==> config.mk <==
export PLATFORM = sky130hd
export DESIGN_NAME = html_entity_decoder
export DESIGN_NICKNAME = d
export VERILOG_FILES = /design/src/sv/hed_pkg.sv /design/src/sv/html_entity_decoder.sv /design/src/sv/hed_front.sv /design/src/sv/hed_cmd_fifo.sv /design/src/sv/hed_back.sv
export SDC_FILE = /design/constraint.sdc
export NUM_CORES = 1
export LEC_CHECK = 0
export BUFFER_PORTS_ARGS = -buffer_cell sky130_fd_sc_hd__buf_2
export CAP_MARGIN = 20
export CORE_MARGIN = 2
export CORE_UTILIZATION = 55
export CTS_BUF_LIST = sky130_fd_sc_hd__clkbuf_8
export CTS_CLUSTER_SIZE = 16
export DETAILED_ROUTE_END_ITERATION = 7
export GPL_TIMING_DRIVEN = 0
export PLACE_DENSITY = 0.75
export SLEW_MARGIN = 20
export SYNTH_ARGS = -nofsm -noshare
export SYNTH_HDL_FRONTEND = slang
export SYNTH_SLANG_ARGS = --single-unit
==> constraint.sdc <==
create_clock -name clk -period 7 [get_ports clk]
set_input_delay 0.35 -clock clk [delete_from_list [all_inputs] [get_ports clk]]
set_output_delay 0.35 -clock clk [all_outputs]
set_load 0.03 [all_outputs]
==> src/sv/hed_pkg.sv <==
// Shared types, constants and entity tables for the HTML entity decoder.
package hed_pkg;

    localparam int CHAR_W  = 8;
    localparam int CNT_W   = 12;
    localparam int N_SLOTS = 6;   // most decoded bytes one text byte can cause
    localparam int N_PEND  = 5;   // held entity bytes
    localparam int N_ENT   = 6;

    // Decoder mode, one-hot
    typedef enum logic [4:0] {
        M_PLAIN = 5'b00001,
        M_NAMED = 5'b00010,
        M_HASH  = 5'b00100,
        M_DEC   = 5'b01000,
        M_HEX   = 5'b10000
    } mode_t;

    // One request from front to back: bytes to put, then optional end report
    typedef struct packed {
        logic [N_SLOTS-1:0][CHAR_W-1:0] chars;
        logic [2:0]                     n;
        logic                           fin;
    } cmd_t;

    localparam logic [CHAR_W-1:0] CH_AMP  = 8'h26;
    localparam logic [CHAR_W-1:0] CH_HASH = 8'h23;
    localparam logic [CHAR_W-1:0] CH_SEMI = 8'h3B;
    localparam logic [CHAR_W-1:0] CH_QST  = 8'h3F;
    localparam logic [CHAR_W-1:0] CH_LX   = 8'h78;
    localparam logic [CHAR_W-1:0] CH_UX   = 8'h58;

    // Entity names after '&', closing ';' included
    localparam logic [CHAR_W-1:0] ENT_TEXT [N_ENT][N_PEND] = '{
        '{8'h6C, 8'h74, 8'h3B, 8'h00, 8'h00},   // lt;
        '{8'h67, 8'h74, 8'h3B, 8'h00, 8'h00},   // gt;
        '{8'h61, 8'h6D, 8'h70, 8'h3B, 8'h00},   // amp;
        '{8'h71, 8'h75, 8'h6F, 8'h74, 8'h3B},   // quot;
        '{8'h61, 8'h70, 8'h6F, 8'h73, 8'h3B},   // apos;
        '{8'h6E, 8'h62, 8'h73, 8'h70, 8'h3B}    // nbsp;
    };
    localparam logic [2:0] ENT_LEN [N_ENT] = '{3'd3, 3'd3, 3'd4, 3'd5, 3'd5, 3'd5};
    localparam logic [CHAR_W-1:0] ENT_CHAR [N_ENT] = '{
        8'h3C, 8'h3E, 8'h26, 8'h22, 8'h27, 8'h20
    };

    function automatic logic [CHAR_W-1:0] lower_ch(input logic [CHAR_W-1:0] c);
        lower_ch = (c >= 8'h41 && c <= 8'h5A) ? c + 8'd32 : c;
    endfunction

endpackage

==> src/sv/html_entity_decoder.sv <==
// Top level of the HTML entity decoder: front end, request queue, back end, config.
//
//  channel | signals                                   | handshake
//  --------+-------------------------------------------+-----------------------------
//  input   | char_in, end_of_text                      | in_valid / in_stall
//  result  | out_char, out_valid, run_last, text_end,  | res_valid / res_stall
//          | out_count, truncated                      |
//  config  | output_limit                              | cfg_valid / cfg_ready (=1)
//
//  One text byte is taken per cycle while in_stall is low. The back end delivers one result
//  per cycle while res_stall is low, so a byte that flushes held entity bytes (up to 6
//  results plus an end report) holds the back end while they go out; the two-entry request
//  queue then fills and in_stall rises. Results are registered from the queue head.
//  Reset clears parsing state, the queue, the counters; the limit resets to 255.
//  in_stall depends only on queue fullness, never on res_stall directly.
module html_entity_decoder
    import hed_pkg::*;
#(
    parameter int MAX_OUTPUT = 4095
)
(
    input  logic              clk,
    input  logic              rst_n,
    // text input
    input  logic              in_valid,
    output logic              in_stall,
    input  logic [CHAR_W-1:0] char_in,
    input  logic              end_of_text,
    // results
    output logic              res_valid,
    input  logic              res_stall,
    output logic [CHAR_W-1:0] out_char,
    output logic              out_valid,
    output logic              run_last,
    output logic              text_end,
    output logic [CNT_W-1:0]  out_count,
    output logic              truncated,
    // configuration
    input  logic              cfg_valid,
    output logic              cfg_ready,
    input  logic [CNT_W-1:0]  output_limit
);

    // limit in force: smaller of the register and MAX_OUTPUT, capped at 4095
    localparam int MAX_LIM = (MAX_OUTPUT > 4095) ? 4095 : MAX_OUTPUT;

    logic [CNT_W-1:0] limit_reg;
    logic [CNT_W-1:0] lim;
    logic             acc, push, pop, full, head_valid;
    cmd_t             wr_cmd, head;

    assign cfg_ready = 1'b1;

    always_ff @(posedge clk or negedge rst_n)
    begin
        if (!rst_n)
            limit_reg <= CNT_W'(255);
        else if (cfg_valid && cfg_ready)
            limit_reg <= output_limit;
    end

    assign lim = (limit_reg < CNT_W'(MAX_LIM)) ? limit_reg : CNT_W'(MAX_LIM);

    // accept whenever the queue has room
    assign in_stall = full;
    assign acc      = in_valid && !in_stall;

    hed_front u_front (
        .clk         (clk),
        .rst_n       (rst_n),
        .acc         (acc),
        .char_in     (char_in),
        .end_of_text (end_of_text),
        .push        (push),
        .cmd         (wr_cmd)
    );

    hed_cmd_fifo u_fifo (
        .clk        (clk),
        .rst_n      (rst_n),
        .push       (push),
        .wr_cmd     (wr_cmd),
        .pop        (pop),
        .head       (head),
        .head_valid (head_valid),
        .full       (full)
    );

    hed_back u_back (
        .clk        (clk),
        .rst_n      (rst_n),
        .head       (head),
        .head_valid (head_valid),
        .pop        (pop),
        .lim        (lim),
        .res_valid  (res_valid),
        .res_stall  (res_stall),
        .out_char   (out_char),
        .out_valid  (out_valid),
        .run_last   (run_last),
        .text_end   (text_end),
        .out_count  (out_count),
        .truncated  (truncated)
    );

endmodule

==> src/sv/hed_front.sv <==
// Front end: tracks entity parsing and turns each text byte into a put request.
module hed_front
    import hed_pkg::*;
(
    input  logic              clk,
    input  logic              rst_n,
    input  logic              acc,
    input  logic [CHAR_W-1:0] char_in,
    input  logic              end_of_text,
    output logic              push,
    output cmd_t              cmd
);

    mode_t             mode_reg, mode_next;
    logic [2:0]        pcnt_reg, pcnt_next;
    logic [CHAR_W-1:0] ev_reg, ev_next;
    logic [CHAR_W-1:0] pend_reg  [N_PEND];
    logic [CHAR_W-1:0] pend_next [N_PEND];

    logic [CHAR_W-1:0]              lc;
    logic [2:0]                     k;
    logic                           any_full, any_prefix;
    logic [CHAR_W-1:0]              full_char;
    logic                           is_hex, is_dig;
    logic [3:0]                     dig;
    logic [CHAR_W-1:0]              ev_in;
    logic [CNT_W-1:0]               acc_val;
    logic [CHAR_W-1:0]              num_char;
    logic                           plain_c, num_go;
    logic [N_SLOTS-1:0][CHAR_W-1:0] lst;
    logic [2:0]                     lcnt;

    function automatic logic [CHAR_W-1:0] num_out(input logic [CHAR_W-1:0] v);
        num_out = (v != '0 && v[CHAR_W-1] == 1'b0) ? v : CH_QST;
    endfunction

    // Named entity match against held bytes
    always_comb
    begin
        logic ok;
        lc         = lower_ch(char_in);
        k          = pcnt_reg - 3'd1;
        any_full   = 1'b0;
        any_prefix = 1'b0;
        full_char  = '0;
        for (int i = 0; i < N_ENT; i++)
        begin
            ok = (k < ENT_LEN[i]) && (k < 3'(N_PEND)) && (lc == ENT_TEXT[i][k]);
            for (int j = 0; j < N_PEND - 1; j++)
            begin
                if (3'(j) < k && lower_ch(pend_reg[j+1]) != ENT_TEXT[i][j])
                    ok = 1'b0;
            end
            if (ok && (k + 3'd1 == ENT_LEN[i]))
            begin
                any_full  = 1'b1;
                full_char = ENT_CHAR[i];
            end
            else if (ok)
                any_prefix = 1'b1;
        end
    end

    // Numeric digit and accumulate
    always_comb
    begin
        is_hex = (mode_reg == M_HEX);
        ev_in  = (mode_reg == M_HASH) ? '0 : ev_reg;
        is_dig = 1'b0;
        dig    = '0;
        if (char_in inside {[8'h30:8'h39]})
        begin
            is_dig = 1'b1;
            dig    = 4'(char_in - 8'h30);
        end
        else if (is_hex && char_in inside {[8'h61:8'h66]})
        begin
            is_dig = 1'b1;
            dig    = 4'(char_in - 8'h57);
        end
        else if (is_hex && char_in inside {[8'h41:8'h46]})
        begin
            is_dig = 1'b1;
            dig    = 4'(char_in - 8'h37);
        end
        if (is_hex)
            acc_val = {ev_in, 4'b0000} + CNT_W'(dig);
        else
            acc_val = {1'b0, ev_in, 3'b000} + {3'b000, ev_in, 1'b0} + CNT_W'(dig);
        num_char = num_out(ev_in);
    end

    always_comb
    begin
        mode_next = mode_reg;
        pcnt_next = pcnt_reg;
        ev_next   = ev_reg;
        pend_next = pend_reg;
        lst       = '0;
        lcnt      = '0;
        plain_c   = 1'b0;
        num_go    = 1'b0;

        case (mode_reg)
            M_NAMED:
            begin
                if (pcnt_reg == 3'd1 && char_in == CH_HASH)
                begin
                    pend_next[1] = char_in;
                    pcnt_next    = 3'd2;
                    mode_next    = M_HASH;
                end
                else if (any_full)
                begin
                    lst[0]    = full_char;
                    lcnt      = 3'd1;
                    pcnt_next = '0;
                    mode_next = M_PLAIN;
                end
                else if (any_prefix && pcnt_reg < 3'(N_PEND))
                begin
                    pend_next[pcnt_reg] = char_in;
                    pcnt_next           = pcnt_reg + 3'd1;
                end
                else
                begin
                    for (int i = 0; i < N_PEND; i++)
                        lst[i] = pend_reg[i];
                    lcnt      = pcnt_reg;
                    pcnt_next = '0;
                    mode_next = M_PLAIN;
                    plain_c   = 1'b1;
                end
            end
            M_HASH:
            begin
                pcnt_next = '0;
                ev_next   = '0;
                if (char_in == CH_LX || char_in == CH_UX)
                    mode_next = M_HEX;
                else
                begin
                    mode_next = M_DEC;
                    num_go    = 1'b1;
                end
            end
            M_DEC, M_HEX:
                num_go = 1'b1;
            default:
            begin
                mode_next = M_PLAIN;
                plain_c   = 1'b1;
            end
        endcase

        if (num_go)
        begin
            if (is_dig)
                ev_next = (acc_val > CNT_W'(255)) ? 8'hFF : acc_val[CHAR_W-1:0];
            else
            begin
                lst[lcnt] = num_char;
                lcnt      = lcnt + 3'd1;
                ev_next   = '0;
                mode_next = M_PLAIN;
                plain_c   = (char_in != CH_SEMI);
            end
        end

        if (plain_c)
        begin
            if (char_in == CH_AMP)
            begin
                pend_next[0] = CH_AMP;
                pcnt_next    = 3'd1;
                mode_next    = M_NAMED;
            end
            else
            begin
                lst[lcnt] = char_in;
                lcnt      = lcnt + 3'd1;
            end
        end

        if (end_of_text)
        begin
            if (mode_next == M_NAMED || mode_next == M_HASH)
            begin
                // several held bytes only arise when nothing was put yet
                if (lcnt == '0)
                begin
                    for (int i = 0; i < N_PEND; i++)
                        lst[i] = pend_next[i];
                    lcnt = pcnt_next;
                end
                else
                begin
                    lst[lcnt] = pend_next[0];
                    lcnt      = lcnt + 3'd1;
                end
            end
            else if (mode_next == M_DEC || mode_next == M_HEX)
            begin
                lst[lcnt] = num_out(ev_next);
                lcnt      = lcnt + 3'd1;
            end
            mode_next = M_PLAIN;
            pcnt_next = '0;
            ev_next   = '0;
        end
    end

    assign cmd.chars = lst;
    assign cmd.n     = lcnt;
    assign cmd.fin   = end_of_text;
    assign push      = acc && (lcnt != '0 || end_of_text);

    always_ff @(posedge clk or negedge rst_n)
    begin
        if (!rst_n)
        begin
            mode_reg <= M_PLAIN;
            pcnt_reg <= '0;
            ev_reg   <= '0;
        end
        else if (acc)
        begin
            mode_reg <= mode_next;
            pcnt_reg <= pcnt_next;
            ev_reg   <= ev_next;
        end
    end

    always_ff @(posedge clk)
    begin
        if (acc)
            pend_reg <= pend_next;
    end

    a_named_holds: assert property (@(posedge clk) disable iff (!rst_n)
        mode_reg == M_NAMED |-> (pcnt_reg != '0 && pcnt_reg <= 3'(N_PEND)))
        else $error("named mode with bad held byte count");

endmodule

==> src/sv/hed_cmd_fifo.sv <==
// Two-entry request queue between front and back.
module hed_cmd_fifo
    import hed_pkg::*;
(
    input  logic clk,
    input  logic rst_n,
    input  logic push,
    input  cmd_t wr_cmd,
    input  logic pop,
    output cmd_t head,
    output logic head_valid,
    output logic full
);

    localparam int DEPTH = 2;

    cmd_t       mem_reg [DEPTH];
    logic       wr_ptr_reg, rd_ptr_reg;
    logic [1:0] cnt_reg, cnt_next;

    assign head       = mem_reg[rd_ptr_reg];
    assign head_valid = (cnt_reg != '0);
    assign full       = (cnt_reg == 2'(DEPTH));

    always_comb
    begin
        cnt_next = cnt_reg;
        if (push && !pop)
            cnt_next = cnt_reg + 2'd1;
        else if (pop && !push)
            cnt_next = cnt_reg - 2'd1;
    end

    always_ff @(posedge clk or negedge rst_n)
    begin
        if (!rst_n)
        begin
            wr_ptr_reg <= 1'b0;
            rd_ptr_reg <= 1'b0;
            cnt_reg    <= '0;
        end
        else
        begin
            cnt_reg <= cnt_next;
            if (push)
                wr_ptr_reg <= ~wr_ptr_reg;
            if (pop)
                rd_ptr_reg <= ~rd_ptr_reg;
        end
    end

    always_ff @(posedge clk)
    begin
        if (push)
            mem_reg[wr_ptr_reg] <= wr_cmd;
    end

    a_no_overflow: assert property (@(posedge clk) disable iff (!rst_n)
        push |-> (!full || pop))
        else $error("push into full request queue");

    a_no_underflow: assert property (@(posedge clk) disable iff (!rst_n)
        pop |-> head_valid)
        else $error("pop from empty request queue");

endmodule

==> src/sv/hed_back.sv <==
// Back end: puts request bytes against the output limit, drives the result register.
module hed_back
    import hed_pkg::*;
(
    input  logic              clk,
    input  logic              rst_n,
    input  cmd_t              head,
    input  logic              head_valid,
    output logic              pop,
    input  logic [CNT_W-1:0]  lim,
    output logic              res_valid,
    input  logic              res_stall,
    output logic [CHAR_W-1:0] out_char,
    output logic              out_valid,
    output logic              run_last,
    output logic              text_end,
    output logic [CNT_W-1:0]  out_count,
    output logic              truncated
);

    logic [2:0]        idx_reg, idx_next;
    logic [CNT_W-1:0]  emit_reg, emit_next;
    logic              lim_reg, lim_next;
    logic              res_valid_reg, res_valid_next;
    logic [CHAR_W-1:0] char_reg, char_next;
    logic              oval_reg, oval_next;
    logic              last_reg, last_next;
    logic              tend_reg, tend_next;
    logic [CNT_W-1:0]  ocnt_reg, ocnt_next;
    logic              trunc_reg, trunc_next;

    logic              adv, ld, hit, last_put, end_ld;
    logic [CNT_W-1:0]  cnt_inc;

    assign adv     = !res_valid_reg || !res_stall;
    assign cnt_inc = emit_reg + CNT_W'(1);
    assign hit     = (cnt_inc >= lim);
    assign last_put = (idx_reg + 3'd1 == head.n) || hit;

    always_comb
    begin
        pop        = 1'b0;
        ld         = 1'b0;
        end_ld     = 1'b0;
        idx_next   = idx_reg;
        emit_next  = emit_reg;
        lim_next   = lim_reg;
        char_next  = char_reg;
        oval_next  = oval_reg;
        last_next  = last_reg;
        tend_next  = tend_reg;
        ocnt_next  = ocnt_reg;
        trunc_next = trunc_reg;

        if (adv && head_valid)
        begin
            if (idx_reg < head.n && !lim_reg)
            begin
                if (emit_reg >= lim)
                begin
                    // dropped at the limit; rest of the bytes drop too
                    lim_next = 1'b1;
                    if (!head.fin)
                    begin
                        pop      = 1'b1;
                        idx_next = '0;
                    end
                end
                else
                begin
                    ld         = 1'b1;
                    char_next  = head.chars[idx_reg];
                    oval_next  = 1'b1;
                    tend_next  = 1'b0;
                    ocnt_next  = cnt_inc;
                    trunc_next = hit;
                    last_next  = last_put && !head.fin;
                    emit_next  = cnt_inc;
                    lim_next   = hit;
                    if (last_put && !head.fin)
                    begin
                        pop      = 1'b1;
                        idx_next = '0;
                    end
                    else
                        idx_next = idx_reg + 3'd1;
                end
            end
            else
            begin
                if (head.fin)
                begin
                    ld         = 1'b1;
                    end_ld     = 1'b1;
                    char_next  = '0;
                    oval_next  = 1'b0;
                    tend_next  = 1'b1;
                    last_next  = 1'b1;
                    ocnt_next  = emit_reg;
                    trunc_next = lim_reg;
                    emit_next  = '0;
                    lim_next   = 1'b0;
                end
                pop      = 1'b1;
                idx_next = '0;
            end
        end

        if (ld)
            res_valid_next = 1'b1;
        else if (adv)
            res_valid_next = 1'b0;
        else
            res_valid_next = res_valid_reg;
    end

    always_ff @(posedge clk or negedge rst_n)
    begin
        if (!rst_n)
        begin
            idx_reg       <= '0;
            emit_reg      <= '0;
            lim_reg       <= 1'b0;
            res_valid_reg <= 1'b0;
        end
        else
        begin
            idx_reg       <= idx_next;
            emit_reg      <= emit_next;
            lim_reg       <= lim_next;
            res_valid_reg <= res_valid_next;
        end
    end

    always_ff @(posedge clk)
    begin
        char_reg  <= char_next;
        oval_reg  <= oval_next;
        last_reg  <= last_next;
        tend_reg  <= tend_next;
        ocnt_reg  <= ocnt_next;
        trunc_reg <= trunc_next;
    end

    assign res_valid = res_valid_reg;
    assign out_char  = char_reg;
    assign out_valid = oval_reg;
    assign run_last  = last_reg;
    assign text_end  = tend_reg;
    assign out_count = ocnt_reg;
    assign truncated = trunc_reg;

    a_end_clears: assert property (@(posedge clk) disable iff (!rst_n)
        end_ld |=> (emit_reg == '0 && !lim_reg))
        else $error("text state not cleared after end report");

endmodule

==> impl.org, run 1 <==
** Outcome
- The flow ran to the end, and the final reports show no timing, DRC or antenna violations.

** Drt
- The detail route stage leaves a number of antenna-violating nets equal to 0.
- Total Routed Length :: 40900 µm
- Number of iterations in the first detailed-routing pass :: 6
- Across all layers, the routed design uses 11883 vias.
- Drt via density :: 6.49
- Number of remaining DRC errors :: 0
- The first routing iteration left 1358 violations.
- Routed length per instance :: 22.3 µm

** Timing
- Setup violations remaining at the end of the flow were counted as 0.
- Max Slew Vio Count :: 0
- Setup repair after global routing left no endpoint under its margin.
- Worst path setup slack after routing :: 0.167 ns
- Summed over all failing endpoints, the final setup total negative slack is 0 ns.
- Crit path time final :: 6.83 ns
- Dividing the final minimum period by the clock period gives 0.976.
- Measured against its own limit, the worst slew margin works out to 0.403.
- Total count of hold-check failures in the final report :: 0
- Across all hold checks on the routed design, the worst slack comes to 0.0285 ns.
- Maximum achievable frequency :: 146 MHz
- Across the routed clock network, the largest skew measured is 0.0213 ns.
- Transition time at the pin with the least slew margin :: 0.895 ns

** Global route
- Vias in the first global route :: 11479
- Wire length of the first global-routing pass :: 64100 µm
- Initial antenna violation count :: 0
- Entering global routing, the biggest net connects 53 pins.
- Total congestion overflow :: 0
- Global-route usage over all layers :: 0.295

** Clock network
- Number of clock sinks seen by CTS :: 217
- Clock latency reported for the late side of the worst-skew pair :: 0.54 ns
- Number of clock buffers inserted by TritonCTS :: 36
- Clock Pin Slew Worst Setup and Hold Paths :: 0.06 ns
- The tree is rooted in a clkbuf_8.
- Clock tree from TritonCTS :: built
- Clock buffer depth :: 3
- Maximum level of the CTS H-tree :: 2

** Die
- The die is 166 µm wide.
- 53 I/O pins were placed.
- In this run the standard cell core region covers 25800 µm².
- The floorplan step set the die height to 166 µm.
- Die ar. :: 27500 µm²
- The initial utilization of the core area, before any placement, comes to 0.557.
- Number of placement rows :: 59

** Cells and area
- Ratio of cells with drive above 1 in the final layout :: 0.206
- The finished layout holds 1832 standard cells, fillers aside.
- Antenna cells :: 0
- Summing all multi-input logic gate instances after layout gives 7740 µm².
- Net count reported at finish :: 1569
- The register with the most flip-flops in the layout has 104 of them.
- After routing the design area is 16100 µm².
- At the end of the flow the core is filled with cells to 0.625.
- The layout has 2102 filler cells.
- Compared with the post-synthesis result, the final layout area differs by 12.2%.
- In the final layout, flip-flops and latches occupy 6280 µm².

** Synthesis
- Ranking of synthesized cells by area :: edfxtp_1, dfrtp_1, ha_1, nand2_1, mux2_2
- Counting every net in the synthesized netlist gives 1466.
- Yosys printed 0 warnings.
- Most numerous cell types in the synthesized netlist :: edfxtp_1, nand2_1, nor2_1
- In this run, synthesis inferred 168 flip-flops with an integrated enable.
- The share of the Yosys chip area taken by registers is 0.437.
- After synthesis the netlist holds a flip-flop and latch count of 217.
- Number of distinct library cells after synthesis :: 106
- The largest total area in the synthesized netlist belongs to edfxtp_1.
- In the synthesized netlist, the number of instances is 1366.
- The share of synthesized area in the top cell type comes to 0.351.
- Counting flops with an async set or reset pin after synthesis yields a share of 0.226.
- Dividing the synthesized area by the synthesized cell count gives 10.5 µm².
- By instance count, the leading cell after synthesis is edfxtp_1.
- Post-synth top flop :: edfxtp_1
- Total standard cell area after synthesis :: 14400 µm²

** Worst setup path
- On the worst path, the slowest cell contributes a delay of 0.47 ns.
- For the worst setup path, the data required time is 7.25 ns.
- Start-to-end type of the worst setup path :: flip-flop to flip-flop
- The worst setup path is captured at a flip-flop.
- Startpoint type of the worst setup path :: flip-flop
- By instance count, the cell type seen most on the critical path is ha_1.
- The critical path contains buffers and inverters numbering 9 combined.
- Grouping stages by cell kind, the critical path spends the most delay in compound AO/OA/AOI/OAI gates.
- On the critical path, the stage with the largest delay is an instance of dfrtp_2.
- CP arrival :: 7.09 ns
- Of all nets on the critical path, the largest fanout is 10.

** Place
- The congestion estimate from routability-driven global placement came to 0.991.
- Number of placed instances, taps included :: 1756
- DP HPWL :: 30300 µm
- Port buffering added 51 buffers.
- At the placement stage, the worst setup path has a slack of -1.71 ns.
- Summing all placed instances gives a cell area of 15200 µm².

** Power and ir drop
- Worst voltage drop across the vdd grid :: 377 µV
- The analysis attributes to cell leakage a power of 6.28 nW.
- Power density normalized to cell area :: 276 nW/µm²
- After layout, the design draws a total of 4.46 mW.

** Flow run
- The tool flagged a number of max-cap violations equal to 0.

** Worst hold path
- The path class of the tightest hold or removal check is input pin to flip-flop.
==> layout by cell type, fill, tap and decap left out, types with 9 or more instances in the layout <==
| cell type | instances |
|---|---|
| a22o_1 | 13 |
| buf_2 | 70 |
| nand3_1 | 38 |
| a21o_1 | 14 |
| edfxtp_1 | 168 |
| and2_1 | 16 |
| nor3_1 | 21 |
| xor2_1 | 21 |
| clkbuf_8 | 39 |
| o221ai_1 | 9 |
| nand2_1 | 151 |
| ha_1 | 71 |
| buf_4 | 15 |
| mux2i_1 | 26 |
| nand4_1 | 12 |
| o211ai_1 | 12 |
| and3_1 | 10 |
| dfstp_2 | 9 |
| o21a_1 | 9 |
| a31oi_1 | 9 |
| a21oi_1 | 57 |
| inv_1 | 59 |
| nand2b_1 | 9 |
| clkbuf_1 | 35 |
| o21ai_0 | 80 |
| mux4_2 | 24 |
| nor2b_1 | 17 |
| or4_1 | 10 |
| nor4_1 | 18 |
| xnor2_1 | 28 |
| mux2_2 | 50 |
| nor2_1 | 93 |
| dfrtp_1 | 39 |
==> logic make-up (layout without fill, tap and decap cells) <==
logic type / after synthesis / in the layout / share of synthesized area
AOI/OAI and AO/OA: 321 / 321 / 0.160
buffers and inverters: 130 / 261 / 0.0389
adders and majority gates: 74 / 74 / 0.0654
other: 1 / 1 / 0.000261
DFF: 217 / 217 / 0.437
muxes: 102 / 102 / 0.0966
and+or+nand+nor: 471 / 471 / 0.170
xor gates and xnor gates: 50 / 50 / 0.0317
==> routing by layer <==
| layer | track usage | wire [µm] | vias to the layer above |
|---|---|---|---|
| li1 | - | - | 5385 |
| met1 | 0.402 | 16800 | 5726 |
| met2 | 0.462 | 18800 | 639 |
| met3 | 0.0441 | 3330 | 133 |
| met4 | 0.148 | 1970 | 0 |
| met5 | 0 | 0 | - |
==> report_power, final <==
| group | total [mW] | internal [mW] | switching (mW) |
|---|---|---|---|
| registers | 1.86 | 1.76 | 0.0988 |
| clock network | 1.08 | 0.558 | 0.525 |
| logic | 1.51 | 0.551 | 0.963 |
==> area by class of cell <==
cell class,instances,area share
clock inverters,27,0.00938
repair buffers,66,0.0265
clock buffers,39,0.0332
well taps,335,0.0260
plain buffers,76,0.0233
inverters,53,0.0131
multi-input cells,1019,0.479
flip-flops and latches,217,0.389
==> final timing paths <==
path	startpoint	end	slack [ns]	cells after the start
max	u_front.pcnt_reg[0]	u_fifo.mem_reg[0][38]	0.17	27
min	output_limit[1]	limit_reg[1]	0.03	3
max reg2reg	u_front.pcnt_reg[0]	u_fifo.mem_reg[0][38]	0.17	27
min reg2reg	u_front.ev_reg[6]	u_front.ev_reg[6]	0.51	2
max in group asynchronous	rst_n	limit_reg[4]	6.08	3
min in group asynchronous	rst_n	u_front.mode_reg[3]	0.31	2
==> worst reg2reg max path, delay by kind of cell, from the launching register on <==
kind / cells / cell delay (ns)
DFF: 1 / 0.47
muxes: 2 / 0.68
buffers and inverters: 9 / 1.47
AOI/OAI and AO/OA: 6 / 1.53
adders and majority gates: 5 / 1.32
and+or+nand+nor: 5 / 1.08
==> what timing repair did <==
item / 4_1_cts / 5_1_grt
gates resized for setup: 22 / 24
setup buffers: 1 / 9
endpoints found under the hold margin: 16 / 0
hold buffers: 1 / 0
pin swaps: 3 / 2
setup endpoints to repair: 184 / 164
No activity file was read; power rests on OpenSTA's default activity.
==> run 2: changes to the inputs <==
==> constraint.sdc (replaced) <==
create_clock -name clk -period 7 [get_ports clk]
set_input_delay 0 -clock clk [delete_from_list [all_inputs] [get_ports clk]]
set_output_delay 0 -clock clk [all_outputs]
set_load 0.03 [all_outputs]
==> run 2 against run 1 <==
Core utilization increased by 0.98 points. Sequential share of layout area fell by 0.60 points. Power grew 0.56%. Critical endpoint unchanged.
==> impl.org, run 2 (synthesized netlist as in run 1, its figures left out) <==
** Power and ir drop
- P_int :: 2.88 mW (+0.39%)
- The clock share of power is 0.242 (about the same).
- Power density normalized to cell area :: 273 nW/µm² (-0.99%)
- The worst ir drop on vdd came to 384 µV (+1.7%).
- Relative contribution of sequential cells to total power :: 0.415 (-0.002)
- The power dissipated by switching net loads came to 1.60 mW (+0.86%).
- The proportion of total power due to net switching is 0.357 (+0.00106).
- Leakage power figure :: 6.38 nW (+1.5%)
- The portion of total power attributed to combinational logic was 0.343 (+0.003).
- The total power was 4.48 mW (+0.56%).

** Timing
- Crit path time final :: 6.85 ns (+0.0151 ns)
- Unrepaired setup endpoints after global routing :: false
- The final cycle utilization of the critical path is 0.978 (+0.00216).
- The count of final setup violators was 0 (unchanged).
- The transition time at the pin with the least slew margin was 1.00 ns (+0.105 ns).
- Sum of negative setup slack :: 0 ns (unchanged)
- Final clock skew :: 0.0296 ns (+0.00826 ns)
- Worst path setup slack after routing :: 0.151 ns (-0.0151 ns)
- Max Slew Vio Count :: 0 (unchanged)
- The achievable frequency came to 146 MHz (-0.22%).
- Max-slew headroom :: 0.333 (-0.0699)
- The total count of hold-check failures in the final report came to 0 (unchanged).

** Worst setup path
- The flop-to-flop setup slack is 0.15 ns (-0.02 ns).
- Cell type group with the largest total delay on the critical path :: compound AO/OA/AOI/OAI gates
- Number of buffers and inverters on the critical path :: 9 (unchanged)
- The number of cell instances on the worst register-to-register path was 27 (unchanged).
- In this run the critical register-to-register path is captured at u_fifo.mem_reg[0][38].
- Worst setup EP type :: flip-flop
- The worst endpoint data arrival time is 7.10 ns (about the same).
- The slowest stage of the critical path belongs to the cell dfrtp_2.
- Launching point of the worst reg2reg path :: u_front.pcnt_reg[0]
- The data required time of the critical path was 7.25 ns (about the same).
- Most used cell along the critical path :: ha_1
- First element of the critical path :: u_front.pcnt_reg[0]
- By startpoint and endpoint, the worst setup path is classified as flip-flop to flip-flop.
- The peak fanout along the critical path came to 10 (unchanged).
- STA classifies the critical path startpoint as a flip-flop.
- The critical path's largest stage delay was 0.48 ns (about the same).

** Drt
- Number of remaining DRC errors :: 0 (unchanged)
- The sum of routed wire length over all layers is 42000 µm (+2.6%).
- Routed length per instance :: 22.6 µm (+1.1%)
- The starting DRC count in detailed routing is 1439 (+6.0%).
- Number of iterations in the first detailed-routing pass :: 6 (unchanged)
- Via count :: 12033 (+1.3%)
- Count of antenna-violating nets left after detailed routing :: 0 (unchanged)
- Drt via density :: 6.47 (-0.21%)

** Cells and area
- Synthesis-to-layout area growth :: 14.0%
- The library cell used most frequently in the layout, excluding fill and tap cells, is edfxtp_1.
- Ratio of cells with drive above 1 in the final layout :: 0.202 (-0.00417)
- In the layout the commonest cells are edfxtp_1, nand2_1, nor2_1.
- The multi-input combinational cell area came to 7730 µm² (about the same).
- The net count reported at finish was 1595 (+1.7%).
- The flip-flop count of the largest register, all copies and words added came to 104 (unchanged).
- The number of fill cells was 2062 (-1.9%).
- The area taken by flip-flops and latches was 6280 µm² (unchanged).

** Worst hold path
- The number of stages on the worst hold path came to 3 (unchanged).
- The worst hold path terminates at limit_reg[10].
- Worst min path class :: input pin to flip-flop
- The startpoint identified for the worst hold timing path is cfg_valid.

** Global route
- Global-route usage over all layers :: 0.301 (+0.00678)
- Wire length of the first global-routing pass :: 65400 µm (+2.1%)
- Pin count of the biggest net entering global routing :: 53 (unchanged)
- Initial antenna violation count :: 1 (+1)
- The aggregate global routing overflow came to 0 (unchanged).
- The via count of the first global-routing pass came to 11650 (+1.5%).

** Flow run
- The total of max-cap violations came to 0 (unchanged).

** Place
- The setup slack at placement was -1.71 ns (unchanged).
- DP HPWL :: 30300 µm (unchanged)
- Buffers added on ports :: 51 (unchanged)
- The routability-driven placement congestion ratio came to 0.991 (unchanged).

** Clock network
- Maximum level of the CTS H-tree :: 2 (unchanged)
- The number of clock sinks was 217 (unchanged).
- Clock tree from TritonCTS :: built
- The clock edge transition at the registers on the reported setup and hold paths is 0.06 ns (about the same).
- The clock latency of the later-clocked register in the worst-skew pair is 0.54 ns (about the same).
- Clock buffer depth :: 3 (unchanged)
- Clk Tree Root Cell :: clkbuf_8
- Number of clock buffers inserted by TritonCTS :: 36 (unchanged)

** Die
- The standard-cell row count was 59 (unchanged).
- I/O pin count :: 53 (unchanged)
- Die height :: 166 µm (unchanged)
- Die span in x :: 166 µm (unchanged)
- The effective utilization at floorplan came to 0.557 (unchanged).
- The placeable core area was 25800 µm² (unchanged).
- The die footprint is 27500 µm² (unchanged).

** Outcome
- The run finished with clean final reports.
-- run 2: repair_timing --
item / 4_1_cts / 5_1_grt
endpoints found under the hold margin: 60 / 0
hold buffers: 27 / 0
setup buffers: 1 / 9
resized for setup: 22 / 21
pin swaps: 3 / 2
setup endpoints to repair: 184 / 164
-- run 2: stage by stage --
stage,hold slack (ns),area [µm²],std cells,utilization
floorplan,-0.296,14400,1366,-
global placement,0.212,15100,1752,0.583
detailed placement,-0.0161,15200,1756,0.587
CTS,0.00297,16200,1849,0.628
global route,0.0535,16400,1859,0.635
finish,0.0568,16400,1859,0.635
-- run 2: power groups by stage --
stage | sequential [mW] | combinational [mW] | clock, mW
5_1_grt | 1.88 | 1.67 | 1.15
4_1_cts | 1.86 | 1.54 | 1.09
3_3_place_gp | 1.88 | 1.45 | 0
6_report | 1.86 | 1.54 | 1.08
2_1_floorplan | 2.02 | 0.923 | 0
3_5_place_dp | 1.89 | 1.52 | 0
-- run 2: worst min-delay path, delay by kind of cell --
family,cells,cell delay (ns)
buffers and inverters,2,0.34
AO/OA/AOI/OAI,1,0.20
-- run 2: area by class of cell --
cell class	count	share of cell area
buffer	76	0.0225
sequential	217	0.383
multi-input combinational	1019	0.472
tap	335	0.0256
clock inverter	27	0.00923
inverter	53	0.0129
timing repair buffer	92	0.0420
antenna	1	0.000153
clock buffer	39	0.0327
-- run 2: routing by layer --
layer  vias to the layer above  wire (µm)  global-route usage
li1                       5437          -                   -
met1                      5820      17300               0.408
met2                       627      19100               0.476
met3                       149       3330              0.0450
met4                         0       2310               0.155
met5                         -          0                   0
-- run 2: worst max path at each step --
stage                             to  slack [ns]  cells past startpoint
2_1_floorplan  u_fifo.mem_reg[0][37]        0.19                     30
3_3_place_gp   u_fifo.mem_reg[0][21]       -1.68                     25
3_5_place_dp   u_fifo.mem_reg[0][42]       -1.71                     30
4_1_cts        u_fifo.mem_reg[0][38]       0.002                     29
5_1_grt        u_fifo.mem_reg[1][38]       0.006                     27
6_report       u_fifo.mem_reg[0][38]        0.15                     27
